### config.mk
export PLATFORM = sky130hd
export DESIGN_NAME = panel_chain_rect_mapper_unit_flat
export DESIGN_NICKNAME = d
export VERILOG_FILES = /design/src/rtl/core/pcrm_pkg.sv /design/src/rtl/core/pcrm_rect_if.sv /design/src/rtl/core/pcrm_piece_if.sv /design/src/rtl/core/pcrm_cfg_regs.sv /design/src/rtl/core/pcrm_divider.sv /design/src/rtl/core/pcrm_datapath.sv /design/src/rtl/core/pcrm_ctrl.sv /design/src/rtl/core/panel_chain_rect_mapper_unit.sv /design/src/flat_wrapper.sv
export SDC_FILE = /design/constraint.sdc
export NUM_CORES = 1
export LEC_CHECK = 0
export ABC_AREA = 1
export ABC_CLOCK_PERIOD_IN_PS = 7320
export BUFFER_PORTS_ARGS = -buffer_cell sky130_fd_sc_hd__clkbuf_2
export CORE_MARGIN = 2
export CORE_UTILIZATION = 45
export DETAILED_ROUTE_END_ITERATION = 6
export GPL_ROUTABILITY_DRIVEN = 0
export HOLD_SLACK_MARGIN = 0.05
export PLACE_DENSITY_LB_ADDON = 0.15
export RECOVER_POWER = 100
export SKIP_LAST_GASP = 1
export SLEW_MARGIN = 20
export SYNTH_ARGS = -nofsm -noshare
export SYNTH_HDL_FRONTEND = slang
export SYNTH_HIERARCHICAL = 1
export SYNTH_SLANG_ARGS = --single-unit
### constraint.sdc
create_clock -name clk -period 7.32 [get_ports clk]
set_clock_uncertainty 0.05 [all_clocks]
set_input_delay 1.83 -clock clk [delete_from_list [all_inputs] [get_ports clk]]
set_output_delay 1.83 -clock clk [all_outputs]
set_load 0.02 [all_outputs]
### src/rtl/core/pcrm_pkg.sv
// shared types and constants of the panel chain rectangle mapper
package pcrm_pkg;

  localparam int IN_W    = 16;
  localparam int COORD_W = 13;
  localparam int PH_W    = 9;
  localparam int PR_W    = 5;
  localparam int CHAIN_W = 15;
  localparam int OY_W    = 12;
  localparam int OR_W    = 3;
  localparam int MAX_PIECES = 16;
  localparam int DIV_STEPS  = COORD_W;
  localparam int ADDR_W  = 5;
  localparam int DATA_W  = 32;

  localparam logic [2:0] REG_ROW_WIDTH   = 3'd0;
  localparam logic [2:0] REG_DISP_HEIGHT = 3'd1;
  localparam logic [2:0] REG_PANEL_H     = 3'd2;
  localparam logic [2:0] REG_PANEL_ROWS  = 3'd3;
  localparam logic [2:0] REG_CHAIN_PIX   = 3'd4;
  localparam logic [2:0] REG_ORIENT      = 3'd5;
  localparam logic [2:0] REG_CHAIN_MODE  = 3'd6;

  localparam logic [COORD_W-1:0] RST_ROW_WIDTH   = 13'd64;
  localparam logic [COORD_W-1:0] RST_DISP_HEIGHT = 13'd32;
  localparam logic [PH_W-1:0]    RST_PANEL_H     = 9'd32;
  localparam logic [PR_W-1:0]    RST_PANEL_ROWS  = 5'd1;
  localparam logic [CHAIN_W-1:0] RST_CHAIN_PIX   = 15'd64;
  localparam logic [OR_W-1:0]    RST_ORIENT      = 3'd0;
  localparam logic [OR_W-1:0]    RST_CHAIN_MODE  = 3'd0;

  typedef struct packed {
    logic [COORD_W-1:0] row_width;
    logic [COORD_W-1:0] disp_height;
    logic [PH_W-1:0]    panel_h;
    logic [PR_W-1:0]    panel_rows;
    logic [CHAIN_W-1:0] chain_pix;
    logic [OR_W-1:0]    orient;
    logic [OR_W-1:0]    chain_mode;
  } cfg_t;

  typedef struct packed {
    logic load_in;
    logic clip1;
    logic clip2;
    logic clip3;
    logic div_start;
    logic row_init;
    logic mul;
    logic emit_single;
    logic emit_piece;
  } cmd_t;

  typedef struct packed {
    logic drop1;
    logic drop2;
    logic chain_on;
    logic cfg_bad;
    logic div_done;
    logic row_out;
    logic slot_free;
    logic piece_last;
  } sts_t;

endpackage

### src/rtl/core/pcrm_rect_if.sv
// request channel carrying one fill rectangle
interface pcrm_rect_if;
  logic                                valid;
  logic                                ready;
  logic signed [pcrm_pkg::IN_W-1:0]    rect_x;
  logic signed [pcrm_pkg::IN_W-1:0]    rect_y;
  logic signed [pcrm_pkg::IN_W-1:0]    rect_w;
  logic signed [pcrm_pkg::IN_W-1:0]    rect_h;

  modport source (output valid, output rect_x, output rect_y, output rect_w,
                  output rect_h, input ready);
  modport sink (input valid, input rect_x, input rect_y, input rect_w,
                input rect_h, output ready);
endinterface

### src/rtl/core/pcrm_piece_if.sv
// result channel carrying one physical rectangle piece
interface pcrm_piece_if;
  logic                              valid;
  logic                              ready;
  logic [pcrm_pkg::CHAIN_W-1:0]      out_x;
  logic [pcrm_pkg::OY_W-1:0]         out_y;
  logic [pcrm_pkg::COORD_W-1:0]      out_w;
  logic [pcrm_pkg::COORD_W-1:0]      out_h;
  logic                              last;

  modport source (output valid, output out_x, output out_y, output out_w,
                  output out_h, output last, input ready);
  modport sink (input valid, input out_x, input out_y, input out_w,
                input out_h, input last, output ready);
endinterface

### src/rtl/core/pcrm_cfg_regs.sv
// apb configuration register file
module pcrm_cfg_regs (
  input  logic                          clk,
  input  logic                          rst_n,
  input  logic                          psel,
  input  logic                          penable,
  input  logic                          pwrite,
  input  logic [pcrm_pkg::ADDR_W-1:0]   paddr,
  input  logic [pcrm_pkg::DATA_W-1:0]   pwdata,
  output logic [pcrm_pkg::DATA_W-1:0]   prdata,
  output logic                          pready,
  output pcrm_pkg::cfg_t                cfg
);

  pcrm_pkg::cfg_t cfg_r, cfg_nxt;
  logic           wr_en;
  logic [2:0]     idx;

  assign pready = 1'b1;
  assign wr_en  = psel & penable & pwrite;
  assign idx    = paddr[pcrm_pkg::ADDR_W-1:2];
  assign cfg    = cfg_r;

  always_comb begin
    cfg_nxt = cfg_r;
    if (wr_en) begin
      unique case (idx)
        pcrm_pkg::REG_ROW_WIDTH:   cfg_nxt.row_width   = pwdata[pcrm_pkg::COORD_W-1:0];
        pcrm_pkg::REG_DISP_HEIGHT: cfg_nxt.disp_height = pwdata[pcrm_pkg::COORD_W-1:0];
        pcrm_pkg::REG_PANEL_H:     cfg_nxt.panel_h     = pwdata[pcrm_pkg::PH_W-1:0];
        pcrm_pkg::REG_PANEL_ROWS:  cfg_nxt.panel_rows  = pwdata[pcrm_pkg::PR_W-1:0];
        pcrm_pkg::REG_CHAIN_PIX:   cfg_nxt.chain_pix   = pwdata[pcrm_pkg::CHAIN_W-1:0];
        pcrm_pkg::REG_ORIENT:      cfg_nxt.orient      = pwdata[pcrm_pkg::OR_W-1:0];
        pcrm_pkg::REG_CHAIN_MODE:  cfg_nxt.chain_mode  = pwdata[pcrm_pkg::OR_W-1:0];
        default: ;
      endcase
    end
  end

  always_comb begin
    unique case (idx)
      pcrm_pkg::REG_ROW_WIDTH:   prdata = 32'(cfg_r.row_width);
      pcrm_pkg::REG_DISP_HEIGHT: prdata = 32'(cfg_r.disp_height);
      pcrm_pkg::REG_PANEL_H:     prdata = 32'(cfg_r.panel_h);
      pcrm_pkg::REG_PANEL_ROWS:  prdata = 32'(cfg_r.panel_rows);
      pcrm_pkg::REG_CHAIN_PIX:   prdata = 32'(cfg_r.chain_pix);
      pcrm_pkg::REG_ORIENT:      prdata = 32'(cfg_r.orient);
      pcrm_pkg::REG_CHAIN_MODE:  prdata = 32'(cfg_r.chain_mode);
      default:                   prdata = '0;
    endcase
  end

  always_ff @(posedge clk) begin
    if (!rst_n) begin
      cfg_r.row_width   <= pcrm_pkg::RST_ROW_WIDTH;
      cfg_r.disp_height <= pcrm_pkg::RST_DISP_HEIGHT;
      cfg_r.panel_h     <= pcrm_pkg::RST_PANEL_H;
      cfg_r.panel_rows  <= pcrm_pkg::RST_PANEL_ROWS;
      cfg_r.chain_pix   <= pcrm_pkg::RST_CHAIN_PIX;
      cfg_r.orient      <= pcrm_pkg::RST_ORIENT;
      cfg_r.chain_mode  <= pcrm_pkg::RST_CHAIN_MODE;
    end else begin
      cfg_r <= cfg_nxt;
    end
  end

endmodule

### src/rtl/core/pcrm_divider.sv
// restoring divider, one quotient bit per cycle
module pcrm_divider (
  input  logic                          clk,
  input  logic                          rst_n,
  input  logic                          start,
  input  logic [pcrm_pkg::COORD_W-1:0]  dividend,
  input  logic [pcrm_pkg::PH_W-1:0]     divisor,
  output logic                          busy,
  output logic [pcrm_pkg::COORD_W-1:0]  quotient,
  output logic [pcrm_pkg::PH_W-1:0]     remainder
);

  localparam int CNT_W = $clog2(pcrm_pkg::DIV_STEPS + 1);

  logic                          busy_r, busy_nxt;
  logic [CNT_W-1:0]              cnt_r, cnt_nxt;
  logic [pcrm_pkg::COORD_W-1:0]  quo_r, quo_nxt;
  logic [pcrm_pkg::PH_W-1:0]     rem_r, rem_nxt;
  logic [pcrm_pkg::PH_W:0]       shifted;
  logic [pcrm_pkg::PH_W+1:0]     trial;

  assign shifted = {rem_r, quo_r[pcrm_pkg::COORD_W-1]};
  assign trial   = {1'b0, shifted} - {2'b00, divisor};

  always_comb begin
    busy_nxt = busy_r;
    cnt_nxt  = cnt_r;
    quo_nxt  = quo_r;
    rem_nxt  = rem_r;
    if (start) begin
      busy_nxt = 1'b1;
      cnt_nxt  = CNT_W'(pcrm_pkg::DIV_STEPS);
      quo_nxt  = dividend;
      rem_nxt  = '0;
    end else if (busy_r) begin
      if (!trial[pcrm_pkg::PH_W+1]) begin
        rem_nxt = trial[pcrm_pkg::PH_W-1:0];
        quo_nxt = {quo_r[pcrm_pkg::COORD_W-2:0], 1'b1};
      end else begin
        rem_nxt = shifted[pcrm_pkg::PH_W-1:0];
        quo_nxt = {quo_r[pcrm_pkg::COORD_W-2:0], 1'b0};
      end
      cnt_nxt = cnt_r - 1'b1;
      if (cnt_r == CNT_W'(1)) begin
        busy_nxt = 1'b0;
      end
    end
  end

  always_ff @(posedge clk) begin
    if (!rst_n) begin
      busy_r <= 1'b0;
      cnt_r  <= '0;
    end else begin
      busy_r <= busy_nxt;
      cnt_r  <= cnt_nxt;
    end
  end

  always_ff @(posedge clk) begin
    quo_r <= quo_nxt;
    rem_r <= rem_nxt;
  end

  assign busy      = busy_r;
  assign quotient  = quo_r;
  assign remainder = rem_r;

endmodule

### src/rtl/core/pcrm_datapath.sv
// clipping, row split and piece placement datapath with output register
module pcrm_datapath #(
  parameter int MAX_PANEL_ROWS = 16
) (
  input  logic                                 clk,
  input  logic                                 rst_n,
  input  pcrm_pkg::cfg_t                       cfg,
  input  pcrm_pkg::cmd_t                       cmd,
  output pcrm_pkg::sts_t                       sts,
  input  logic signed [pcrm_pkg::IN_W-1:0]     rect_x,
  input  logic signed [pcrm_pkg::IN_W-1:0]     rect_y,
  input  logic signed [pcrm_pkg::IN_W-1:0]     rect_w,
  input  logic signed [pcrm_pkg::IN_W-1:0]     rect_h,
  output logic                                 out_valid,
  input  logic                                 out_ready,
  output logic [pcrm_pkg::CHAIN_W-1:0]         out_x,
  output logic [pcrm_pkg::OY_W-1:0]            out_y,
  output logic [pcrm_pkg::COORD_W-1:0]         out_w,
  output logic [pcrm_pkg::COORD_W-1:0]         out_h,
  output logic                                 out_last
);

  localparam int CW = pcrm_pkg::COORD_W;
  localparam int XW = pcrm_pkg::CHAIN_W;
  localparam int PW = pcrm_pkg::PH_W;
  localparam int RW = pcrm_pkg::PR_W;
  localparam int LIMIT_CAP = (MAX_PANEL_ROWS < pcrm_pkg::MAX_PIECES) ?
                             MAX_PANEL_ROWS : pcrm_pkg::MAX_PIECES;

  // captured request
  logic signed [pcrm_pkg::IN_W-1:0] ix_r, iy_r, iw_r, ih_r;
  // after origin clip and swap
  logic [XW-1:0] x1_r, y1_r, w1_r, h1_r;
  // after size clip
  logic [CW-1:0] x2_r, y2_r, w2_r, h2_r;
  // final virtual rectangle
  logic [CW-1:0] xf_r, yf_r, wf_r, hrem_r;
  // per piece
  logic [RW-1:0] row_r;
  logic          first_r;
  logic [XW-1:0] prod_r, off_r;
  // output register
  logic          ov_r;
  logic [XW-1:0] ox_r;
  logic [pcrm_pkg::OY_W-1:0] oy_r;
  logic [CW-1:0] ow_r, oh_r;
  logic          ol_r;

  logic signed [pcrm_pkg::IN_W:0] xs, ys, ws, hs, wa, ha;
  logic [XW-1:0] xa15, ya15, wa15, ha15;
  logic [XW:0]   sumx, sumy;
  logic [CW-1:0] w2c, h2c, x3, y3;
  logic [RW-1:0] limit, mrows, row_inc;
  logic [RW+CW-1:0] mfull;
  logic          odd, slot_free;
  logic [XW-1:0] off_c, cx, ox;
  logic [PW-1:0] avail, piece, cy;
  logic [CW-1:0] hnew;
  logic          div_busy;
  logic [CW-1:0] quo;
  logic [PW-1:0] rem;

  pcrm_divider u_div (
    .clk       (clk),
    .rst_n     (rst_n),
    .start     (cmd.div_start),
    .dividend  (yf_r),
    .divisor   (cfg.panel_h),
    .busy      (div_busy),
    .quotient  (quo),
    .remainder (rem)
  );

  // origin clip; the axis swap is applied when the result is registered
  always_comb begin
    xs = {ix_r[pcrm_pkg::IN_W-1], ix_r};
    ys = {iy_r[pcrm_pkg::IN_W-1], iy_r};
    ws = {iw_r[pcrm_pkg::IN_W-1], iw_r};
    hs = {ih_r[pcrm_pkg::IN_W-1], ih_r};
    wa = xs[pcrm_pkg::IN_W] ? ws + xs : ws;
    ha = ys[pcrm_pkg::IN_W] ? hs + ys : hs;
    xa15 = xs[pcrm_pkg::IN_W] ? '0 : xs[XW-1:0];
    ya15 = ys[pcrm_pkg::IN_W] ? '0 : ys[XW-1:0];
    wa15 = wa[XW-1:0];
    ha15 = ha[XW-1:0];
  end

  // size clip
  always_comb begin
    sumx = {1'b0, x1_r} + {1'b0, w1_r};
    sumy = {1'b0, y1_r} + {1'b0, h1_r};
    w2c  = (sumx >= (XW+1)'(cfg.row_width))   ? cfg.row_width - x1_r[CW-1:0] :
                                                 w1_r[CW-1:0];
    h2c  = (sumy >= (XW+1)'(cfg.disp_height)) ? cfg.disp_height - y1_r[CW-1:0] :
                                                 h1_r[CW-1:0];
  end

  assign x3 = cfg.orient[1] ? cfg.row_width - x2_r - w2_r : x2_r;
  assign y3 = cfg.orient[2] ? cfg.disp_height - y2_r - h2_r : y2_r;

  // row limit and per piece placement
  assign limit   = (cfg.panel_rows < RW'(LIMIT_CAP)) ? cfg.panel_rows : RW'(LIMIT_CAP);
  assign mrows   = cfg.panel_rows - row_r - 1'b1;
  assign mfull   = mrows * cfg.row_width;
  assign odd     = cfg.chain_mode[1] & row_r[0];
  assign off_c   = odd ? XW'(cfg.row_width) - XW'(xf_r) - XW'(wf_r) : XW'(xf_r);
  assign cx      = prod_r + off_r;
  assign ox      = cfg.chain_mode[2] ? cx : cfg.chain_pix - cx - XW'(wf_r);
  assign avail   = first_r ? cfg.panel_h - rem : cfg.panel_h;
  assign piece   = (hrem_r < CW'(avail)) ? hrem_r[PW-1:0] : avail;
  assign cy      = odd ? avail - piece : (first_r ? rem : '0);
  assign hnew    = hrem_r - CW'(piece);
  assign row_inc = row_r + 1'b1;

  assign slot_free = !ov_r || out_ready;

  always_comb begin
    sts.drop1      = wa[pcrm_pkg::IN_W] || (wa == '0) || ha[pcrm_pkg::IN_W] || (ha == '0);
    sts.drop2      = (x1_r >= XW'(cfg.row_width)) || (y1_r >= XW'(cfg.disp_height));
    sts.chain_on   = cfg.chain_mode[0];
    sts.cfg_bad    = (cfg.panel_h == '0) || (cfg.panel_rows == '0);
    sts.div_done   = !div_busy;
    sts.row_out    = quo >= CW'(limit);
    sts.slot_free  = slot_free;
    sts.piece_last = (hnew == '0) || (row_inc >= limit);
  end

  always_ff @(posedge clk) begin
    if (cmd.load_in) begin
      ix_r <= rect_x;
      iy_r <= rect_y;
      iw_r <= rect_w;
      ih_r <= rect_h;
    end
    if (cmd.clip1) begin
      if (cfg.orient[0]) begin
        x1_r <= ya15;
        y1_r <= xa15;
        w1_r <= ha15;
        h1_r <= wa15;
      end else begin
        x1_r <= xa15;
        y1_r <= ya15;
        w1_r <= wa15;
        h1_r <= ha15;
      end
    end
    if (cmd.clip2) begin
      x2_r <= x1_r[CW-1:0];
      y2_r <= y1_r[CW-1:0];
      w2_r <= w2c;
      h2_r <= h2c;
    end
    if (cmd.clip3) begin
      xf_r   <= x3;
      yf_r   <= y3;
      wf_r   <= w2_r;
      hrem_r <= h2_r;
    end
    if (cmd.row_init) begin
      row_r   <= quo[RW-1:0];
      first_r <= 1'b1;
    end
    if (cmd.mul) begin
      prod_r <= mfull[XW-1:0];
      off_r  <= off_c;
    end
    if (cmd.emit_piece) begin
      row_r   <= row_inc;
      first_r <= 1'b0;
      hrem_r  <= hnew;
    end
  end

  always_ff @(posedge clk) begin
    if (cmd.emit_single) begin
      ox_r <= XW'(xf_r);
      oy_r <= yf_r[pcrm_pkg::OY_W-1:0];
      ow_r <= wf_r;
      oh_r <= hrem_r;
      ol_r <= 1'b1;
    end else if (cmd.emit_piece) begin
      ox_r <= ox;
      oy_r <= pcrm_pkg::OY_W'(cy);
      ow_r <= wf_r;
      oh_r <= CW'(piece);
      ol_r <= sts.piece_last;
    end
  end

  always_ff @(posedge clk) begin
    if (!rst_n) begin
      ov_r <= 1'b0;
    end else if (cmd.emit_single || cmd.emit_piece) begin
      ov_r <= 1'b1;
    end else if (out_ready) begin
      ov_r <= 1'b0;
    end
  end

  assign out_valid = ov_r;
  assign out_x     = ox_r;
  assign out_y     = oy_r;
  assign out_w     = ow_r;
  assign out_h     = oh_r;
  assign out_last  = ol_r;

endmodule

### src/rtl/core/pcrm_ctrl.sv
// sequencing state machine of the rectangle mapper
module pcrm_ctrl (
  input  logic            clk,
  input  logic            rst_n,
  input  logic            in_valid,
  output logic            in_ready,
  input  pcrm_pkg::sts_t  sts,
  output pcrm_pkg::cmd_t  cmd
);

  localparam logic [3:0] S_IDLE   = 4'd0;
  localparam logic [3:0] S_CLIP1  = 4'd1;
  localparam logic [3:0] S_CLIP2  = 4'd2;
  localparam logic [3:0] S_CLIP3  = 4'd3;
  localparam logic [3:0] S_SINGLE = 4'd4;
  localparam logic [3:0] S_DIVST  = 4'd5;
  localparam logic [3:0] S_DIVW   = 4'd6;
  localparam logic [3:0] S_ROWCHK = 4'd7;
  localparam logic [3:0] S_MUL    = 4'd8;
  localparam logic [3:0] S_EMIT   = 4'd9;

  logic [3:0] state_r, state_nxt;

  assign in_ready = (state_r == S_IDLE);

  always_comb begin
    state_nxt = state_r;
    cmd       = '0;
    unique case (state_r)
      S_IDLE: begin
        if (in_valid) begin
          cmd.load_in = 1'b1;
          state_nxt   = S_CLIP1;
        end
      end
      S_CLIP1: begin
        cmd.clip1 = 1'b1;
        state_nxt = sts.drop1 ? S_IDLE : S_CLIP2;
      end
      S_CLIP2: begin
        cmd.clip2 = 1'b1;
        state_nxt = sts.drop2 ? S_IDLE : S_CLIP3;
      end
      S_CLIP3: begin
        cmd.clip3 = 1'b1;
        priority if (!sts.chain_on) begin
          state_nxt = S_SINGLE;
        end else if (sts.cfg_bad) begin
          state_nxt = S_IDLE;
        end else begin
          state_nxt = S_DIVST;
        end
      end
      S_SINGLE: begin
        if (sts.slot_free) begin
          cmd.emit_single = 1'b1;
          state_nxt       = S_IDLE;
        end
      end
      S_DIVST: begin
        cmd.div_start = 1'b1;
        state_nxt     = S_DIVW;
      end
      S_DIVW: begin
        if (sts.div_done) begin
          state_nxt = S_ROWCHK;
        end
      end
      S_ROWCHK: begin
        if (sts.row_out) begin
          state_nxt = S_IDLE;
        end else begin
          cmd.row_init = 1'b1;
          state_nxt    = S_MUL;
        end
      end
      S_MUL: begin
        cmd.mul   = 1'b1;
        state_nxt = S_EMIT;
      end
      S_EMIT: begin
        if (sts.slot_free) begin
          cmd.emit_piece = 1'b1;
          state_nxt      = sts.piece_last ? S_IDLE : S_MUL;
        end
      end
      default: state_nxt = S_IDLE;
    endcase
  end

  always_ff @(posedge clk) begin
    if (!rst_n) begin
      state_r <= S_IDLE;
    end else begin
      state_r <= state_nxt;
    end
  end

endmodule

### src/rtl/core/panel_chain_rect_mapper_unit.sv
// top level of the panel chain rectangle mapper
// Maps one fill rectangle request in virtual display coordinates onto the
// physical buffer of a panel chain, giving one piece per panel row touched
// (or a single piece without virtual chaining), the final piece marked by
// last. After its acceptance a request is clipped, then either the single
// piece is emitted, or the row lookup runs (the 13-step restoring divider
// of y by panel height is the dominant cost), followed per emitted piece by
// the row offset multiply and then the placement. A dropped rectangle is
// finished during clipping, or after the row lookup when it starts beyond
// the last panel row of the chain. A full output register holds the
// emitting state until the piece is taken. One request is in work at a
// time; the next one is taken while the last piece still waits in the
// output register. Registers are written through the APB port at byte
// address 4*index and must only be changed while no request is in work.
module panel_chain_rect_mapper_unit #(
  parameter int MAX_PANEL_ROWS = 16
) (
  input  logic                          clk,
  input  logic                          rst_n,
  input  logic                          psel,
  input  logic                          penable,
  input  logic                          pwrite,
  input  logic [pcrm_pkg::ADDR_W-1:0]   paddr,
  input  logic [pcrm_pkg::DATA_W-1:0]   pwdata,
  output logic [pcrm_pkg::DATA_W-1:0]   prdata,
  output logic                          pready,
  pcrm_rect_if.sink                     in_rect,
  pcrm_piece_if.source                  out_piece
);

  pcrm_pkg::cfg_t cfg;
  pcrm_pkg::cmd_t cmd;
  pcrm_pkg::sts_t sts;

  pcrm_cfg_regs u_cfg (
    .clk     (clk),
    .rst_n   (rst_n),
    .psel    (psel),
    .penable (penable),
    .pwrite  (pwrite),
    .paddr   (paddr),
    .pwdata  (pwdata),
    .prdata  (prdata),
    .pready  (pready),
    .cfg     (cfg)
  );

  pcrm_ctrl u_ctrl (
    .clk      (clk),
    .rst_n    (rst_n),
    .in_valid (in_rect.valid),
    .in_ready (in_rect.ready),
    .sts      (sts),
    .cmd      (cmd)
  );

  pcrm_datapath #(
    .MAX_PANEL_ROWS (MAX_PANEL_ROWS)
  ) u_dp (
    .clk       (clk),
    .rst_n     (rst_n),
    .cfg       (cfg),
    .cmd       (cmd),
    .sts       (sts),
    .rect_x    (in_rect.rect_x),
    .rect_y    (in_rect.rect_y),
    .rect_w    (in_rect.rect_w),
    .rect_h    (in_rect.rect_h),
    .out_valid (out_piece.valid),
    .out_ready (out_piece.ready),
    .out_x     (out_piece.out_x),
    .out_y     (out_piece.out_y),
    .out_w     (out_piece.out_w),
    .out_h     (out_piece.out_h),
    .out_last  (out_piece.last)
  );

endmodule

### src/flat_wrapper.sv
// flat-port wrapper written by rule: the top's interface ports become plain ports
module panel_chain_rect_mapper_unit_flat 
#(
  parameter int MAX_PANEL_ROWS = 16
)
  (clk, rst_n, psel, penable, pwrite, paddr, pwdata, prdata, pready, in_rect_valid, in_rect_rect_x, in_rect_rect_y, in_rect_rect_w, in_rect_rect_h, in_rect_ready, out_piece_valid, out_piece_out_x, out_piece_out_y, out_piece_out_w, out_piece_out_h, out_piece_last, out_piece_ready);
  pcrm_rect_if in_rect_i ();
  pcrm_piece_if out_piece_i ();
  input  logic clk;
  input  logic rst_n;
  input  logic psel;
  input  logic penable;
  input  logic pwrite;
  input  logic [pcrm_pkg::ADDR_W-1:0] paddr;
  input  logic [pcrm_pkg::DATA_W-1:0] pwdata;
  output logic [pcrm_pkg::DATA_W-1:0] prdata;
  output logic pready;
  input wire logic [$bits(in_rect_i.valid)-1:0] in_rect_valid;
  input wire logic [$bits(in_rect_i.rect_x)-1:0] in_rect_rect_x;
  input wire logic [$bits(in_rect_i.rect_y)-1:0] in_rect_rect_y;
  input wire logic [$bits(in_rect_i.rect_w)-1:0] in_rect_rect_w;
  input wire logic [$bits(in_rect_i.rect_h)-1:0] in_rect_rect_h;
  output wire logic [$bits(in_rect_i.ready)-1:0] in_rect_ready;
  output wire logic [$bits(out_piece_i.valid)-1:0] out_piece_valid;
  output wire logic [$bits(out_piece_i.out_x)-1:0] out_piece_out_x;
  output wire logic [$bits(out_piece_i.out_y)-1:0] out_piece_out_y;
  output wire logic [$bits(out_piece_i.out_w)-1:0] out_piece_out_w;
  output wire logic [$bits(out_piece_i.out_h)-1:0] out_piece_out_h;
  output wire logic [$bits(out_piece_i.last)-1:0] out_piece_last;
  input wire logic [$bits(out_piece_i.ready)-1:0] out_piece_ready;
  assign in_rect_i.valid = in_rect_valid;
  assign in_rect_i.rect_x = in_rect_rect_x;
  assign in_rect_i.rect_y = in_rect_rect_y;
  assign in_rect_i.rect_w = in_rect_rect_w;
  assign in_rect_i.rect_h = in_rect_rect_h;
  assign in_rect_ready = in_rect_i.ready;
  assign out_piece_valid = out_piece_i.valid;
  assign out_piece_out_x = out_piece_i.out_x;
  assign out_piece_out_y = out_piece_i.out_y;
  assign out_piece_out_w = out_piece_i.out_w;
  assign out_piece_out_h = out_piece_i.out_h;
  assign out_piece_last = out_piece_i.last;
  assign out_piece_i.ready = out_piece_ready;
  panel_chain_rect_mapper_unit #(.MAX_PANEL_ROWS(MAX_PANEL_ROWS)) u_core (.clk(clk), .rst_n(rst_n), .psel(psel), .penable(penable), .pwrite(pwrite), .paddr(paddr), .pwdata(pwdata), .prdata(prdata), .pready(pready), .in_rect(in_rect_i), .out_piece(out_piece_i));
endmodule
==> flow_metrics.tcl <==
set metrics [dict create \
    syn_area_per_cell_um2 8.27 \
    synth_top_area_cell "edfxtp_1" \
    seq_power_share 0.425 \
    firstDrtPassIters 6 \
    place_hpwl_mm 64.9 \
    rows 95 \
    syn_area_um2 30700 \
    io_pins 197 \
    drc 0 \
    cp_common_cell "clkbuf_1" \
    routed_wl_mm 82.7 \
    cts.htree.levels 2 \
    cp.required_ns 5.44 \
    die_w_um 265 \
    numCtsBuffers 50 \
    outcome "finished, violations left" \
    start_util 0.455 \
    yosys.cell_types.count 62 \
    path_buf_inv 3 \
    syn_inst 3710 \
    fin_crit_sh 0.849 \
    crit_type "primary input to output port" \
    drtAntennaViolNets 0 \
    clock_path_buffers 3 \
    violations "capacitance limit, slew limit" \
    maxCapViolations 8 \
    tritoncts "done" \
    crit_family "simple AND/OR/NAND/NOR gates" \
    grt_max_degree 69 \
    hold_ws_ns 0.390 \
    nets 4319 \
    timing.final.hold_violations 0 \
    post_cts_buffers 0 \
    fmax_mhz 161 \
    yosys.area.top_type_share 0.320 \
    yosysSeqAreaShare 0.375 \
    routed_via_density 5.22 \
    numPortBuffers 159 \
    die_h_um 265 \
    grt_antenna_before_repair 0 \
    final_area_um2 33700 \
    crit_slowest_cell "nor2_1" \
    dieArea_um2 70300 \
    post-place-ws_ns 1.62 \
    cts-root-buf "clkbuf_16" \
    grt_pass1_vias 23700 \
    clock_sink_count 411 \
    slew_headroom -1.18 \
    synthFlopType "edfxtp_1" \
    clkTransAtPathRegs_ns 0.06 \
    ys_seq_elements 411 \
    p_per_area_nw_per_um2 192 \
    crit_fanout 22 \
    grt_setup_unrepaired "false" \
    place_area_um2 32200 \
    switchingPower_w 0.00189 \
    grt_usage 0.234 \
    setup-tns-final_ns 0 \
    clkPwrFrac 0.386 \
    comb_power_share 0.188 \
    synth_area_leaders "edfxtp_1 32%, ha_1 12%, nand2_1 9.4%" \
    swShare 0.293 \
    drive_gt1_frac 0.0695 \
    crit_path_start_kind "primary input" \
    setup_viol 0 \
    worst_slack_ns 1.11 \
    area_growth_pct 9.71 \
    yosys_warnings 6 \
    postSynth.asyncResetShare 0 \
    p_leak_nw 15.5 \
    end_kind "output port" \
    ctsResizeCount 0 \
    p_int_w 0.00456 \
    drt_iter0_drc 2373 \
    grt_pass1_wl_mm 130 \
    ir_drop_uv 210 \
    wire_per_inst_um 17.4 \
    cts_hold_buffers 0 \
    hold_path_class "register to register" \
    min_period_ns 6.21 \
    core_area_um2 67400 \
    synth_edf_count 327 \
    clk-insertion-delay-late_ns 0.61 \
    maxSlewViolCount 440 \
    path_cells "clkbuf_1, clkinvlp_2, nand2_2, nor2_1, nand2_1, nand3_1, clkbuf_1" \
    gr-total-overflow 0 \
    dr_total_vias 24900 \
    critPathArrivalTime_ns 4.33 \
    slowest_delay_ns 1.05 \
    worst_pin_slew_ns 3.27 \
]
[cell usage in the layout, fill, tap and decap left out, drive strengths merged, types with 3 or more instances in the layout]
cell type,synthesis,final
a211oi,5,5
a21boi,4,4
a21o,6,6
a21oi,233,233
a31oi,24,24
and2,3,3
buf,68,9
clkbuf,46,244
clkinv,7,24
conb,2,18
dfxtp,84,84
edfxtp,327,327
fa,80,80
ha,285,285
inv,584,585
mux2i,3,3
nand2,784,784
nand3,257,257
nand3b,4,4
nand4,65,65
nor2,317,317
nor3,17,17
nor4,9,9
o2111ai,5,5
o211ai,11,11
o21a,6,6
o21ai,247,247
o21bai,18,18
o221ai,10,10
o22ai,5,5
o31ai,12,12
or2,17,17
xnor2,57,57
xor2,98,98
[per-layer routing]
| layer | global-route usage | vias up | share of wire | routed length, µm |
|---|---|---|---|---|
| met2 | 0.383 | 648 | 0.45 | 37200 |
| li1 | - | 12600 | - | - |
| met4 | 0.0767 | 0 | 0.032 | 2650 |
| met3 | 0.0238 | 139 | 0.052 | 4300 |
| met1 | 0.327 | 11500 | 0.47 | 38500 |
| met5 | 0 | - | 0 | 0 |
[stage by stage]
step            util  cells  total power [W]
6_report       0.500   4760          0.00645
5_1_grt        0.500   4759          0.00677
4_1_cts        0.503   4759          0.00650
3_5_place_dp   0.478   4667          0.00399
3_3_place_gp   0.478   4667          0.00398
2_1_floorplan      -   3726          0.00368
[layout make-up]
cell class,count,area [µm²]
Antenna cell,1,2.50
Clock inverter,21,161
Sequential cell,411,11500
Multi-Input combinational cell,2610,16400
Timing Repair Buffer,182,831
Tap cell,873,1090
Fill cell,6572,33700
Inverter,591,2220
Clock buffer,71,1500
[worst reg2reg max path: cells and delay by family (launching register included)]
family,cells,cell delay (ns)
XOR/XNOR,1,0.12
adder cells (fa/ha/maj),5,1.35
AO/OA/AOI/OAI,4,0.98
buffers and inverters,7,0.69
AND/OR/NAND/NOR,21,2.15
flip-flops,1,0.45
[registers in the layout, indices dropped and copies added (netlist names), 15 cells and up]
name	flops
u_core/u_cfg/cfg	61
u_core/u_dp/h1_r	15
u_core/u_dp/ih_r	16
u_core/u_dp/iw_r	16
u_core/u_dp/ix_r	16
u_core/u_dp/iy_r	16
u_core/u_dp/off_r	15
u_core/u_dp/out_x	15
u_core/u_dp/prod_r	15
u_core/u_dp/w1_r	15
u_core/u_dp/x1_r	15
u_core/u_dp/y1_r	15
[power by group through the flow]
stage / Clock (W) / Combinational (W) / Sequential (W)
final: 0.00249 / 0.00121 / 0.00274
after detailed placement: 0 / 0.00121 / 0.00279
after global routing: 0.00263 / 0.00138 / 0.00276
after global placement: 0 / 0.00119 / 0.00278
after CTS: 0.00255 / 0.00121 / 0.00274
after floorplan: 0 / 0.000935 / 0.00274
[cell usage after synthesis (15+ instances only)]
master	count
nor2_2	17
fa_1	80
a21oi_1	226
o21ai_0	237
or2_2	16
edfxtp_1	327
xnor2_1	57
nand2_1	767
dfxtp_1	84
inv_1	576
o21bai_1	16
xor2_1	98
nand3_1	236
nand4_1	65
buf_4	30
buf_1	15
nand2_2	16
ha_1	285
clkbuf_1	46
nor2_1	292
a31oi_1	24
[path summary, 6_finish.rpt]
path                                                                   from                               endpoint  slack [ns]  cells after the start
worst min-delay path                          u_core/u_dp/w2_r[7]$_DFFE_PP_          u_core/u_dp/wf_r[7]$_DFFE_PP_        0.39                      0
worst max-delay path                                               paddr[3]                             prdata[10]        1.11                      7
worst min register to register                u_core/u_dp/w2_r[7]$_DFFE_PP_          u_core/u_dp/wf_r[7]$_DFFE_PP_        0.39                      0
worst max register to register  u_core/u_dp/u_div/remainder[0]$_SDFFE_PP0P_  u_core/u_ctrl/state_r[3]$_SDFFE_PN0P_        1.45                     38
[cells by family after synthesis]
kind of cell / after synthesis / synth area share
simple gates: 1474 / 0.211
flops: 411 / 0.375
xor+xnor: 155 / 0.0442
fa+ha+maj: 365 / 0.168
other cells: 2 / 0.000245
mux: 3 / 0.000978
compound gates: 595 / 0.108
buf+inv: 705 / 0.0932
(Power assumes the default switching activity.)
